===== config.mk =====
export PLATFORM = sky130hd
export DESIGN_NAME = double_ended_queue_flat
export DESIGN_NICKNAME = d
export VERILOG_FILES = /design/src/rtl/deq_pkg.sv /design/src/rtl/deq_in_if.sv /design/src/rtl/deq_out_if.sv /design/src/rtl/double_ended_queue.sv /design/src/rtl/deq_ctrl.sv /design/src/rtl/deq_datapath.sv /design/src/flat_wrapper.sv
export SDC_FILE = /design/constraint.sdc
export NUM_CORES = 2
export LEC_CHECK = 0
export BUFFER_PORTS_ARGS = -buffer_cell sky130_fd_sc_hd__buf_2
export CAP_MARGIN = 10
export CORE_ASPECT_RATIO = 1.25
export CORE_MARGIN = 4
export CORE_UTILIZATION = 55
export DETAILED_ROUTE_END_ITERATION = 12
export HOLD_SLACK_MARGIN = 0.06
export PLACE_DENSITY = 0.68
export SLEW_MARGIN = 20
export SYNTH_ARGS = -nofsm -noshare
export SYNTH_HDL_FRONTEND = slang
export SYNTH_HIERARCHICAL = 1
export SYNTH_SLANG_ARGS = --single-unit

===== constraint.sdc =====
create_clock -name clk -period 14.2 [get_ports clk]
set_input_delay 2.84 -clock clk [delete_from_list [all_inputs] [get_ports clk]]
set_output_delay 2.84 -clock clk [all_outputs]
set_load 0.01 [all_outputs]

===== src/rtl/deq_pkg.sv =====
// ----------------------------------------------------------------------------
// deq_pkg
// Shared types and constants of the double-ended queue.
// ----------------------------------------------------------------------------
`default_nettype none

package deq_pkg;

    localparam int DEQ_CAPACITY = 64;
    localparam int DEQ_WORD_W   = 32;
    localparam int DEQ_FUNC_W   = 3;
    localparam int DEQ_ERR_W    = 2;

    typedef enum logic [DEQ_FUNC_W-1:0] {
        FUNC_PUSH_FRONT = 3'd0,
        FUNC_PUSH_BACK  = 3'd1,
        FUNC_POP_FRONT  = 3'd2,
        FUNC_POP_BACK   = 3'd3,
        FUNC_PEEK_FRONT = 3'd4,
        FUNC_PEEK_BACK  = 3'd5
    } deq_func_t;

    typedef enum logic [DEQ_ERR_W-1:0] {
        ERR_OK    = 2'd0,
        ERR_EMPTY = 2'd1,
        ERR_FULL  = 2'd2
    } deq_err_t;

    typedef enum logic [1:0] {
        ST_IDLE,
        ST_EXEC,
        ST_RESP
    } deq_state_t;

    // Commands from the controller to the datapath.
    typedef struct packed {
        logic capture;
        logic execute;
    } deq_cmd_t;

endpackage

`default_nettype wire


===== src/rtl/deq_in_if.sv =====
// ----------------------------------------------------------------------------
// deq_in_if
// Request channel: operation code and word to push.
// ----------------------------------------------------------------------------
`default_nettype none

interface deq_in_if
    import deq_pkg::*;
();
    logic                         valid;
    logic                         ready;
    logic [DEQ_FUNC_W-1:0]        func;
    logic signed [DEQ_WORD_W-1:0] push_value;

    modport source (output valid, output func, output push_value, input ready);
    modport sink   (input valid, input func, input push_value, output ready);
endinterface

`default_nettype wire


===== src/rtl/deq_out_if.sv =====
// ----------------------------------------------------------------------------
// deq_out_if
// Response channel: word read, error code, count and empty flag.
// ----------------------------------------------------------------------------
`default_nettype none

interface deq_out_if
    import deq_pkg::*;
#(
    parameter int COUNT_W = $clog2(DEQ_CAPACITY + 1)
) ();
    logic                         valid;
    logic                         ready;
    logic signed [DEQ_WORD_W-1:0] read_value;
    logic [DEQ_ERR_W-1:0]         error_code;
    logic [COUNT_W-1:0]           item_count;
    logic                         is_empty;

    modport source (output valid, output read_value, output error_code,
                    output item_count, output is_empty, input ready);
    modport sink   (input valid, input read_value, input error_code,
                    input item_count, input is_empty, output ready);
endinterface

`default_nettype wire


===== src/rtl/double_ended_queue.sv =====
// ----------------------------------------------------------------------------
// double_ended_queue
// Ring-buffer deque of signed 32-bit words with push, pop and peek at both ends.
// ----------------------------------------------------------------------------
// Each request beat carries one operation; the block answers it with exactly
// one response beat holding the word read, an error code, the count after the
// operation and an empty flag. Requests are handled one at a time: after the
// accepting edge the block passes through an execute state, in which it makes
// the single access to the slot memory whose read data is registered, and
// offers the response from the next cycle on. req.ready stays low from the
// accept until the response beat has been taken and returns the cycle after,
// so a new request is only taken once the last one has been answered. The
// slot memory needs no clearing after reset; only slots written by earlier
// pushes are ever read.
// ----------------------------------------------------------------------------
`default_nettype none

module double_ended_queue
    import deq_pkg::*;
#(
    parameter int CAPACITY = DEQ_CAPACITY
) (
    input  wire logic  clk,
    input  wire logic  rst_n,
    deq_in_if.sink     req,
    deq_out_if.source  rsp
);

    localparam int PTR_W   = $clog2(CAPACITY);
    localparam int COUNT_W = $clog2(CAPACITY + 1);

    deq_cmd_t cmd;

    // The controller only sequences; all state of the queue lives in the
    // datapath, which the controller drives only through the command struct.
    deq_ctrl u_ctrl (
        .clk       (clk),
        .rst_n     (rst_n),
        .req_valid (req.valid),
        .req_ready (req.ready),
        .rsp_valid (rsp.valid),
        .rsp_ready (rsp.ready),
        .cmd       (cmd)
    );

    deq_datapath #(
        .CAPACITY (CAPACITY),
        .PTR_W    (PTR_W),
        .COUNT_W  (COUNT_W)
    ) u_datapath (
        .clk            (clk),
        .rst_n          (rst_n),
        .cmd            (cmd),
        .req_func       (req.func),
        .req_push_value (req.push_value),
        .rsp_read_value (rsp.read_value),
        .rsp_error_code (rsp.error_code),
        .rsp_item_count (rsp.item_count),
        .rsp_is_empty   (rsp.is_empty)
    );

    // A new request is never taken while a response is still offered.
    assert property (@(posedge clk) disable iff (!rst_n)
        rsp.valid |-> !req.ready)
        else $error("request accepted while a response is pending");

    // A full error can only be reported with the queue at capacity.
    assert property (@(posedge clk) disable iff (!rst_n)
        (rsp.valid && rsp.error_code == ERR_FULL) |->
            (rsp.item_count == COUNT_W'(CAPACITY)))
        else $error("full error with the queue not at capacity");

    // An empty error leaves an empty queue and returns a zero word.
    assert property (@(posedge clk) disable iff (!rst_n)
        (rsp.valid && rsp.error_code == ERR_EMPTY) |->
            (rsp.is_empty && rsp.read_value == '0))
        else $error("empty error with stored words or a nonzero word");

    // The count never grows past the capacity.
    assert property (@(posedge clk) disable iff (!rst_n)
        rsp.valid |-> (rsp.item_count <= COUNT_W'(CAPACITY)))
        else $error("item count beyond capacity");

    // An accepted request is always followed by its response after the execute state.
    assert property (@(posedge clk) disable iff (!rst_n)
        (req.valid && req.ready) |-> ##2 rsp.valid)
        else $error("response not offered after execute");

endmodule

`default_nettype wire


===== src/rtl/deq_ctrl.sv =====
// ----------------------------------------------------------------------------
// deq_ctrl
// Request sequencer: capture, an execute state, then the response beat.
// ----------------------------------------------------------------------------
`default_nettype none

module deq_ctrl
    import deq_pkg::*;
(
    input  wire logic     clk,
    input  wire logic     rst_n,
    input  wire logic     req_valid,
    output logic          req_ready,
    output logic          rsp_valid,
    input  wire logic     rsp_ready,
    output deq_cmd_t      cmd
);

    deq_state_t state_reg;
    deq_state_t state_next;

    always_ff @(posedge clk or negedge rst_n)
    begin
        if (!rst_n)
        begin
            state_reg <= ST_IDLE;
        end
        else
        begin
            state_reg <= state_next;
        end
    end

    always_comb
    begin
        state_next  = state_reg;
        req_ready   = 1'b0;
        rsp_valid   = 1'b0;
        cmd.capture = 1'b0;
        cmd.execute = 1'b0;
        case (state_reg)
            ST_IDLE:
            begin
                req_ready = 1'b1;
                if (req_valid)
                begin
                    cmd.capture = 1'b1;
                    state_next  = ST_EXEC;
                end
            end
            ST_EXEC:
            begin
                cmd.execute = 1'b1;
                state_next  = ST_RESP;
            end
            ST_RESP:
            begin
                rsp_valid = 1'b1;
                if (rsp_ready)
                begin
                    state_next = ST_IDLE;
                end
            end
            default:
            begin
                state_next = ST_IDLE;
            end
        endcase
    end

endmodule

`default_nettype wire


===== src/rtl/deq_datapath.sv =====
// ----------------------------------------------------------------------------
// deq_datapath
// Slot memory, head pointer, occupancy counter and response registers.
// ----------------------------------------------------------------------------
`default_nettype none

module deq_datapath
    import deq_pkg::*;
#(
    parameter int CAPACITY = DEQ_CAPACITY,
    parameter int PTR_W    = $clog2(CAPACITY),
    parameter int COUNT_W  = $clog2(CAPACITY + 1)
) (
    input  wire logic                         clk,
    input  wire logic                         rst_n,
    input  wire deq_cmd_t                     cmd,
    input  wire logic [DEQ_FUNC_W-1:0]        req_func,
    input  wire logic signed [DEQ_WORD_W-1:0] req_push_value,
    output logic signed [DEQ_WORD_W-1:0]      rsp_read_value,
    output logic [DEQ_ERR_W-1:0]              rsp_error_code,
    output logic [COUNT_W-1:0]                rsp_item_count,
    output logic                              rsp_is_empty
);

    localparam int SUM_W = COUNT_W + 1;

    logic signed [DEQ_WORD_W-1:0] slot_mem [CAPACITY];

    deq_func_t                    func_reg;
    logic signed [DEQ_WORD_W-1:0] value_reg;
    logic [PTR_W-1:0]             head_reg;
    logic [PTR_W-1:0]             head_next;
    logic [COUNT_W-1:0]           count_reg;
    logic [COUNT_W-1:0]           count_next;
    deq_err_t                     err_reg;
    deq_err_t                     err_next;
    logic                         hit_reg;
    logic signed [DEQ_WORD_W-1:0] rd_data_reg;

    logic             is_full;
    logic             is_none;
    logic             push_ok;
    logic             read_ok;
    logic [PTR_W-1:0] head_dec;
    logic [PTR_W-1:0] head_inc;
    logic [SUM_W-1:0] sum_tail;
    logic [SUM_W-1:0] sum_back;
    logic [PTR_W-1:0] tail_slot;
    logic [PTR_W-1:0] back_slot;
    logic [PTR_W-1:0] slot_addr;

    assign is_full = (count_reg == COUNT_W'(CAPACITY));
    assign is_none = (count_reg == '0);

    assign head_dec = (head_reg == '0) ? PTR_W'(CAPACITY - 1) : head_reg - 1'b1;
    assign head_inc = (head_reg == PTR_W'(CAPACITY - 1)) ? '0 : head_reg + 1'b1;

    // Head plus count stays below twice the capacity, so one subtract wraps it.
    assign sum_tail  = SUM_W'(head_reg) + SUM_W'(count_reg);
    assign sum_back  = sum_tail - 1'b1;
    assign tail_slot = (sum_tail >= SUM_W'(CAPACITY)) ?
                       PTR_W'(sum_tail - SUM_W'(CAPACITY)) : PTR_W'(sum_tail);
    assign back_slot = (sum_back >= SUM_W'(CAPACITY)) ?
                       PTR_W'(sum_back - SUM_W'(CAPACITY)) : PTR_W'(sum_back);

    always_comb
    begin
        push_ok    = 1'b0;
        read_ok    = 1'b0;
        slot_addr  = head_reg;
        head_next  = head_reg;
        count_next = count_reg;
        err_next   = ERR_OK;
        case (func_reg)
            FUNC_PUSH_FRONT:
            begin
                push_ok   = !is_full;
                slot_addr = head_dec;
                err_next  = is_full ? ERR_FULL : ERR_OK;
                if (!is_full)
                begin
                    head_next  = head_dec;
                    count_next = count_reg + 1'b1;
                end
            end
            FUNC_PUSH_BACK:
            begin
                push_ok   = !is_full;
                slot_addr = tail_slot;
                err_next  = is_full ? ERR_FULL : ERR_OK;
                if (!is_full)
                begin
                    count_next = count_reg + 1'b1;
                end
            end
            FUNC_POP_FRONT:
            begin
                read_ok  = !is_none;
                err_next = is_none ? ERR_EMPTY : ERR_OK;
                if (!is_none)
                begin
                    head_next  = head_inc;
                    count_next = count_reg - 1'b1;
                end
            end
            FUNC_POP_BACK:
            begin
                read_ok   = !is_none;
                slot_addr = back_slot;
                err_next  = is_none ? ERR_EMPTY : ERR_OK;
                if (!is_none)
                begin
                    count_next = count_reg - 1'b1;
                end
            end
            FUNC_PEEK_FRONT:
            begin
                read_ok  = !is_none;
                err_next = is_none ? ERR_EMPTY : ERR_OK;
            end
            FUNC_PEEK_BACK:
            begin
                read_ok   = !is_none;
                slot_addr = back_slot;
                err_next  = is_none ? ERR_EMPTY : ERR_OK;
            end
            default:
            begin
                err_next = ERR_OK;
            end
        endcase
    end

    always_ff @(posedge clk)
    begin
        if (cmd.capture)
        begin
            func_reg  <= deq_func_t'(req_func);
            value_reg <= req_push_value;
        end
        if (cmd.execute && push_ok)
        begin
            slot_mem[slot_addr] <= value_reg;
        end
        if (cmd.execute && read_ok)
        begin
            rd_data_reg <= slot_mem[slot_addr];
        end
    end

    always_ff @(posedge clk or negedge rst_n)
    begin
        if (!rst_n)
        begin
            head_reg  <= '0;
            count_reg <= '0;
            err_reg   <= ERR_OK;
            hit_reg   <= 1'b0;
        end
        else if (cmd.execute)
        begin
            head_reg  <= head_next;
            count_reg <= count_next;
            err_reg   <= err_next;
            hit_reg   <= read_ok;
        end
    end

    assign rsp_read_value = hit_reg ? rd_data_reg : '0;
    assign rsp_error_code = err_reg;
    assign rsp_item_count = count_reg;
    assign rsp_is_empty   = (count_reg == '0);

endmodule

`default_nettype wire


===== src/flat_wrapper.sv =====
// flat-port wrapper written by rule: the top's interface ports become plain ports
module double_ended_queue_flat import deq_pkg::*;
#(
    parameter int CAPACITY = DEQ_CAPACITY
)
  (clk, rst_n, req_valid, req_func, req_push_value, req_ready, rsp_valid, rsp_read_value, rsp_error_code, rsp_item_count, rsp_is_empty, rsp_ready);
  deq_in_if req_i ();
  deq_out_if rsp_i ();
  input  wire logic clk;
  input  wire logic rst_n;
  input wire logic [$bits(req_i.valid)-1:0] req_valid;
  input wire logic [$bits(req_i.func)-1:0] req_func;
  input wire logic [$bits(req_i.push_value)-1:0] req_push_value;
  output wire logic [$bits(req_i.ready)-1:0] req_ready;
  output wire logic [$bits(rsp_i.valid)-1:0] rsp_valid;
  output wire logic [$bits(rsp_i.read_value)-1:0] rsp_read_value;
  output wire logic [$bits(rsp_i.error_code)-1:0] rsp_error_code;
  output wire logic [$bits(rsp_i.item_count)-1:0] rsp_item_count;
  output wire logic [$bits(rsp_i.is_empty)-1:0] rsp_is_empty;
  input wire logic [$bits(rsp_i.ready)-1:0] rsp_ready;
  assign req_i.valid = req_valid;
  assign req_i.func = req_func;
  assign req_i.push_value = req_push_value;
  assign req_ready = req_i.ready;
  assign rsp_valid = rsp_i.valid;
  assign rsp_read_value = rsp_i.read_value;
  assign rsp_error_code = rsp_i.error_code;
  assign rsp_item_count = rsp_i.item_count;
  assign rsp_is_empty = rsp_i.is_empty;
  assign rsp_i.ready = rsp_ready;
  double_ended_queue #(.CAPACITY(CAPACITY)) u_core (.clk(clk), .rst_n(rst_n), .req(req_i), .rsp(rsp_i));
endmodule

==> impl_results.html <==
<table>
<tr><th>Metric</th><th>Value</th></tr>
<tr><th colspan="2">Timing</th></tr>
<tr><td>Unrepaired setup endpoints after global routing</td><td>false</td></tr>
<tr><td>Period utilisation layout</td><td>a little under 50%</td></tr>
<tr><td>Highest clock frequency the design can meet</td><td>approximately 140 MHz</td></tr>
<tr><td>Max-slew violation count</td><td>0</td></tr>
<tr><td>Rel. slew slack</td><td>around a fifth</td></tr>
<tr><td>Max Clock Skew</td><td>28.6 ps</td></tr>
<tr><td>Count of final setup violators</td><td>0</td></tr>
<tr><td>Smallest setup slack after layout</td><td>7230 ps</td></tr>
<tr><td>Count of endpoints failing hold in the final timing report</td><td>0</td></tr>
<tr><td>Setup Total Neg Slack</td><td>0 ps</td></tr>
<tr><td>Time the final worst path needs with I/O delays and setup</td><td>about 7000 ps</td></tr>
<tr><td>Tightest Pin Transition</td><td>1190 ps</td></tr>
<tr><th colspan="2">Power</th></tr>
<tr><td>Power density of the placed cells</td><td>250 nW/um2</td></tr>
<tr><td>Maximum vdd drop</td><td>approximately 0.27 mV</td></tr>
<tr><td>Leakage power summed over all cells</td><td>about 31 nW</td></tr>
<tr><th colspan="2">Floorplanning</th></tr>
<tr><td>Initial core utilization</td><td>a little under three fifths</td></tr>
<tr><td>Die X</td><td>approximately 360 um</td></tr>
<tr><td>Total die area</td><td>161000 um2</td></tr>
<tr><td>Vertical die dimension</td><td>between 400 and 500 um</td></tr>
<tr><td>Top-Level Pins</td><td>slightly above 80</td></tr>
<tr><td>Floorplan core area</td><td>153000 um2</td></tr>
<tr><td>Num rows</td><td>160</td></tr>
<tr><th colspan="2">Routing</th></tr>
<tr><td>Antenna Violating Nets Remaining</td><td>0</td></tr>
<tr><td>Drt via density</td><td>6.82</td></tr>
<tr><td>Detailed Route WL</td><td>around 280 mm</td></tr>
<tr><td>Average wire per cell in the routed design</td><td>between 30 and 40 um</td></tr>
<tr><td>DRT iter0 DRCs</td><td>9612</td></tr>
<tr><td>Via total after detailed routing</td><td>between 50000 and 60000</td></tr>
<tr><td>First-pass iteration count of the detailed router</td><td>6</td></tr>
<tr><td>DRC errors left</td><td>0</td></tr>
<tr><th colspan="2">Synthesis</th></tr>
<tr><td>Most used flip-flop cell after synthesis</td><td>sky130_fd_sc_hd__edfxtp_1</td></tr>
<tr><td>Cell count after synthesis</td><td>approximately 5900</td></tr>
<tr><td>Number of synthesized register bits</td><td>around 2100</td></tr>
<tr><td>Number of enable flip-flop cells after synthesis</td><td>around 2100</td></tr>
<tr><td>Net Count, Synth</td><td>between 5000 and 6000</td></tr>
<tr><td>Number of different library cells in the post-synthesis netlist</td><td>between 80 and 90</td></tr>
<tr><td>Seq/Total Area, Yosys</td><td>between 70% and 80%</td></tr>
<tr><td>Average size of a mapped cell</td><td>approximately 14 um2</td></tr>
<tr><td>Number of synthesis warnings</td><td>6</td></tr>
<tr><td>Synth async-reset ratio</td><td>less than 1%</td></tr>
<tr><td>Combined area of all synthesized cells</td><td>roughly 85000 um2</td></tr>
<tr><th colspan="2">Setup path</th></tr>
<tr><td>Slowest cell delay on critical path</td><td>760 ps</td></tr>
<tr><td>Buf/Inv on CP</td><td>5</td></tr>
<tr><td>CP max-delay cell</td><td>sky130_fd_sc_hd__buf_4</td></tr>
<tr><td>Worst reg2reg startpoint</td><td>u_core/u_datapath/head_reg[0]</td></tr>
<tr><td>Data required time of the worst path</td><td>around 15000 ps</td></tr>
<tr><td>Worst-path fanout max</td><td>roughly 110</td></tr>
<tr><td>Startpoint types</td><td>flip-flop</td></tr>
<tr><td>Ordered cell list for the critical path</td><td>inv_1, ha_1, nor3b_1, a211o_1, o211a_4, buf_12, buf_4, buf_4, buf_4, nand2_1, and3_1, a311oi_1, a31oi_1, o21ai_0, o32a_1</td></tr>
<tr><td>Setup crit end kind</td><td>flip-flop</td></tr>
<tr><td>Cell type group with the largest total delay on the critical path</td><td>buffers and inverters</td></tr>
<tr><td>Most numerous cell on the critical path</td><td>sky130_fd_sc_hd__buf_4</td></tr>
<tr><td>Worst setup path start</td><td>u_core/u_datapath/head_reg[0]</td></tr>
<tr><td>Critical path data arrival time</td><td>~7700 ps</td></tr>
<tr><td>Worst Path Class, Setup</td><td>reg -&gt; reg</td></tr>
<tr><th colspan="2">Clock tree</th></tr>
<tr><td>Depth of the CTS H-tree</td><td>4</td></tr>
<tr><td>Hold_buf cts</td><td>0</td></tr>
<tr><td>Clock buffer count from CTS</td><td>around 200</td></tr>
<tr><td>Clock transition at the register clock pins on the worst setup and hold paths after CTS</td><td>about 60 ps</td></tr>
<tr><td>Clk buf depth</td><td>3</td></tr>
<tr><td>CTS sink cnt</td><td>between 2000 and 2500</td></tr>
<tr><td>CTS root buf</td><td>sky130_fd_sc_hd__clkbuf_16</td></tr>
<tr><td>Worst-Skew Late Latency</td><td>about 870 ps</td></tr>
<tr><td>Resized cells post-CTS</td><td>0</td></tr>
<tr><td>CTS tree</td><td>done</td></tr>
<tr><td>Total setup buffers inserted after CTS</td><td>0</td></tr>
<tr><th colspan="2">Placed design</th></tr>
<tr><td>Half-perimeter wire length after detailed placement</td><td>approximately 150 mm</td></tr>
<tr><td>Final weighted congestion in routability-driven placement</td><td>between 0.8 and 0.9</td></tr>
<tr><td>Input/output buffers</td><td>around 80</td></tr>
<tr><td>Worst setup timing slack at the placement stage</td><td>7460 ps</td></tr>
<tr><th colspan="2">Global routing</th></tr>
<tr><td>Number of antenna violations at the first check in global routing</td><td>14</td></tr>
<tr><td>Leftover overflow at the end of global routing</td><td>0</td></tr>
<tr><td>Via count of the first global-routing pass</td><td>52600</td></tr>
<tr><td>Largest net degree at the start of global routing</td><td>approximately 140</td></tr>
<tr><td>GRT Resource Usage Total</td><td>roughly a third</td></tr>
<tr><td>First-pass GRT wire length</td><td>approximately 400 mm</td></tr>
<tr><th colspan="2">Status</th></tr>
<tr><td>Status</td><td>complete, no violations</td></tr>
<tr><th colspan="2">Finish</th></tr>
<tr><td>Sequential standard cell area</td><td>around 64000 um2</td></tr>
<tr><td>Max reg flops</td><td>around 2000</td></tr>
<tr><td>Total area of multi-input combinational cells</td><td>slightly below 20000 um2</td></tr>
<tr><td>Filler instances</td><td>11100</td></tr>
<tr><td>Area Growth Syn to Fin</td><td>11.0%</td></tr>
<tr><td>Number of nets in the layout</td><td>6040</td></tr>
<tr><td>Fraction of final layout cells sized beyond drive strength 1</td><td>between 10 and 15%</td></tr>
<tr><th colspan="2">Run</th></tr>
<tr><td>Max capacitance violation total</td><td>0</td></tr>
<tr><th colspan="2">Min path</th></tr>
<tr><td>Class of the tightest hold or removal check</td><td>reg -&gt; reg</td></tr>
<tr><td>Launch instance of the worst min-delay path</td><td>u_core/u_datapath/rsp_error_code[0]</td></tr>
</table>
## final timing paths
kind                       slack (ps)  depth (start not counted)                             endpoint
max                              7230                         15    u_core/u_datapath/rd_data_reg[12]
min                               530                          2  u_core/u_datapath/rsp_error_code[0]
max reg2reg                      7230                         15    u_core/u_datapath/rd_data_reg[12]
min reg2reg                       530                          2  u_core/u_datapath/rsp_error_code[0]
max in group asynchronous       11980                          1        u_core/u_datapath/head_reg[2]
min in group asynchronous        1910                          1  u_core/u_datapath/rsp_item_count[4]
## tightest hold or removal path, cell delays in order, from the launching register on
cell and delay (ps):
sky130_fd_sc_hd__dfrtp_1 340, sky130_fd_sc_hd__inv_1 50, sky130_fd_sc_hd__o32ai_1 90
## synth_stat cells (58+ instances only)
master                     instances  share of area [%]
sky130_fd_sc_hd__a31oi_1         167                1.2
sky130_fd_sc_hd__edfxtp_1       2115                 75
sky130_fd_sc_hd__mux2i_1         175                2.1
sky130_fd_sc_hd__clkbuf_1         60               0.27
sky130_fd_sc_hd__a21oi_1         273                1.6
sky130_fd_sc_hd__nor2_1          118               0.52
sky130_fd_sc_hd__and3_1          124               0.91
sky130_fd_sc_hd__a211oi_1         62               0.55
sky130_fd_sc_hd__nand3_1         575                3.4
sky130_fd_sc_hd__buf_2           266                1.6
sky130_fd_sc_hd__nand2_1        1145                5.1
sky130_fd_sc_hd__o21ai_0         106               0.63
sky130_fd_sc_hd__buf_4            58               0.51
## cells by family after synthesis
logic type	synth area share, %
muxes	2.69
DFF	75.4
buffers and inverters	2.60
adders and majority gates	0.295
xor gates and xnor gates	0.209
and+or+nand+nor	11.2
AOI/OAI and AO/OA	7.65
## cells in the final DEF (no fill, tap or decap), types with 35 or more instances in the layout
cell	instances
sky130_fd_sc_hd__a211oi_1	62
sky130_fd_sc_hd__a21oi_1	273
sky130_fd_sc_hd__a221oi_1	48
sky130_fd_sc_hd__a22oi_1	39
sky130_fd_sc_hd__a311oi_1	46
sky130_fd_sc_hd__a31oi_1	166
sky130_fd_sc_hd__and2_1	35
sky130_fd_sc_hd__and3_1	124
sky130_fd_sc_hd__buf_2	82
sky130_fd_sc_hd__buf_4	177
sky130_fd_sc_hd__clkbuf_1	46
sky130_fd_sc_hd__clkbuf_16	204
sky130_fd_sc_hd__clkinv_1	49
sky130_fd_sc_hd__edfxtp_1	2115
sky130_fd_sc_hd__mux2i_1	175
sky130_fd_sc_hd__nand2_1	1144
sky130_fd_sc_hd__nand3_1	574
sky130_fd_sc_hd__nand4_1	41
sky130_fd_sc_hd__nor2_1	44
sky130_fd_sc_hd__nor2_4	74
sky130_fd_sc_hd__o21ai_0	106
sky130_fd_sc_hd__o22ai_1	47
## routing by layer
layer | vias up | GRT usage [%] | part of all wire, %
li1 | 22800 | - | -
met1 | 27700 | 44.1 | 35
met2 | 4460 | 51.4 | 45
met3 | 859 | 8.07 | 13
met4 | 12 | 22.1 | 7.8
met5 | - | 0 | 0.029
## metrics by stage
stage,total power (W),instance area (um2),util [%],instances,hold WS [ps]
finish,0.0236,94200,61.7,8180,525
global route,0.0242,94200,61.7,8172,562
CTS,0.0233,94200,61.7,8171,525
detailed placement,0.0182,88000,57.6,7808,505
global placement,0.0180,87800,57.5,7801,506
floorplan,0.0137,84900,-,5914,545
## power by group
part | switching [W] | internal, W | total, W
Sequential | 0.000121 | 0.00737 | 0.00750
Combinational | 0.00820 | 0.00269 | 0.0109
Clock | 0.00231 | 0.00290 | 0.00521
## layout make-up
class	count	share of cell area (%)
antenna	9	0.0239
clock buffer	250	5.60
clock inverter	113	1.03
inverter	17	0.0677
multi-input combinational	3360	20.6
sequential	2133	67.9
tap	2025	2.69
timing repair buffer	273	2.16
(Power assumes the default switching activity.)
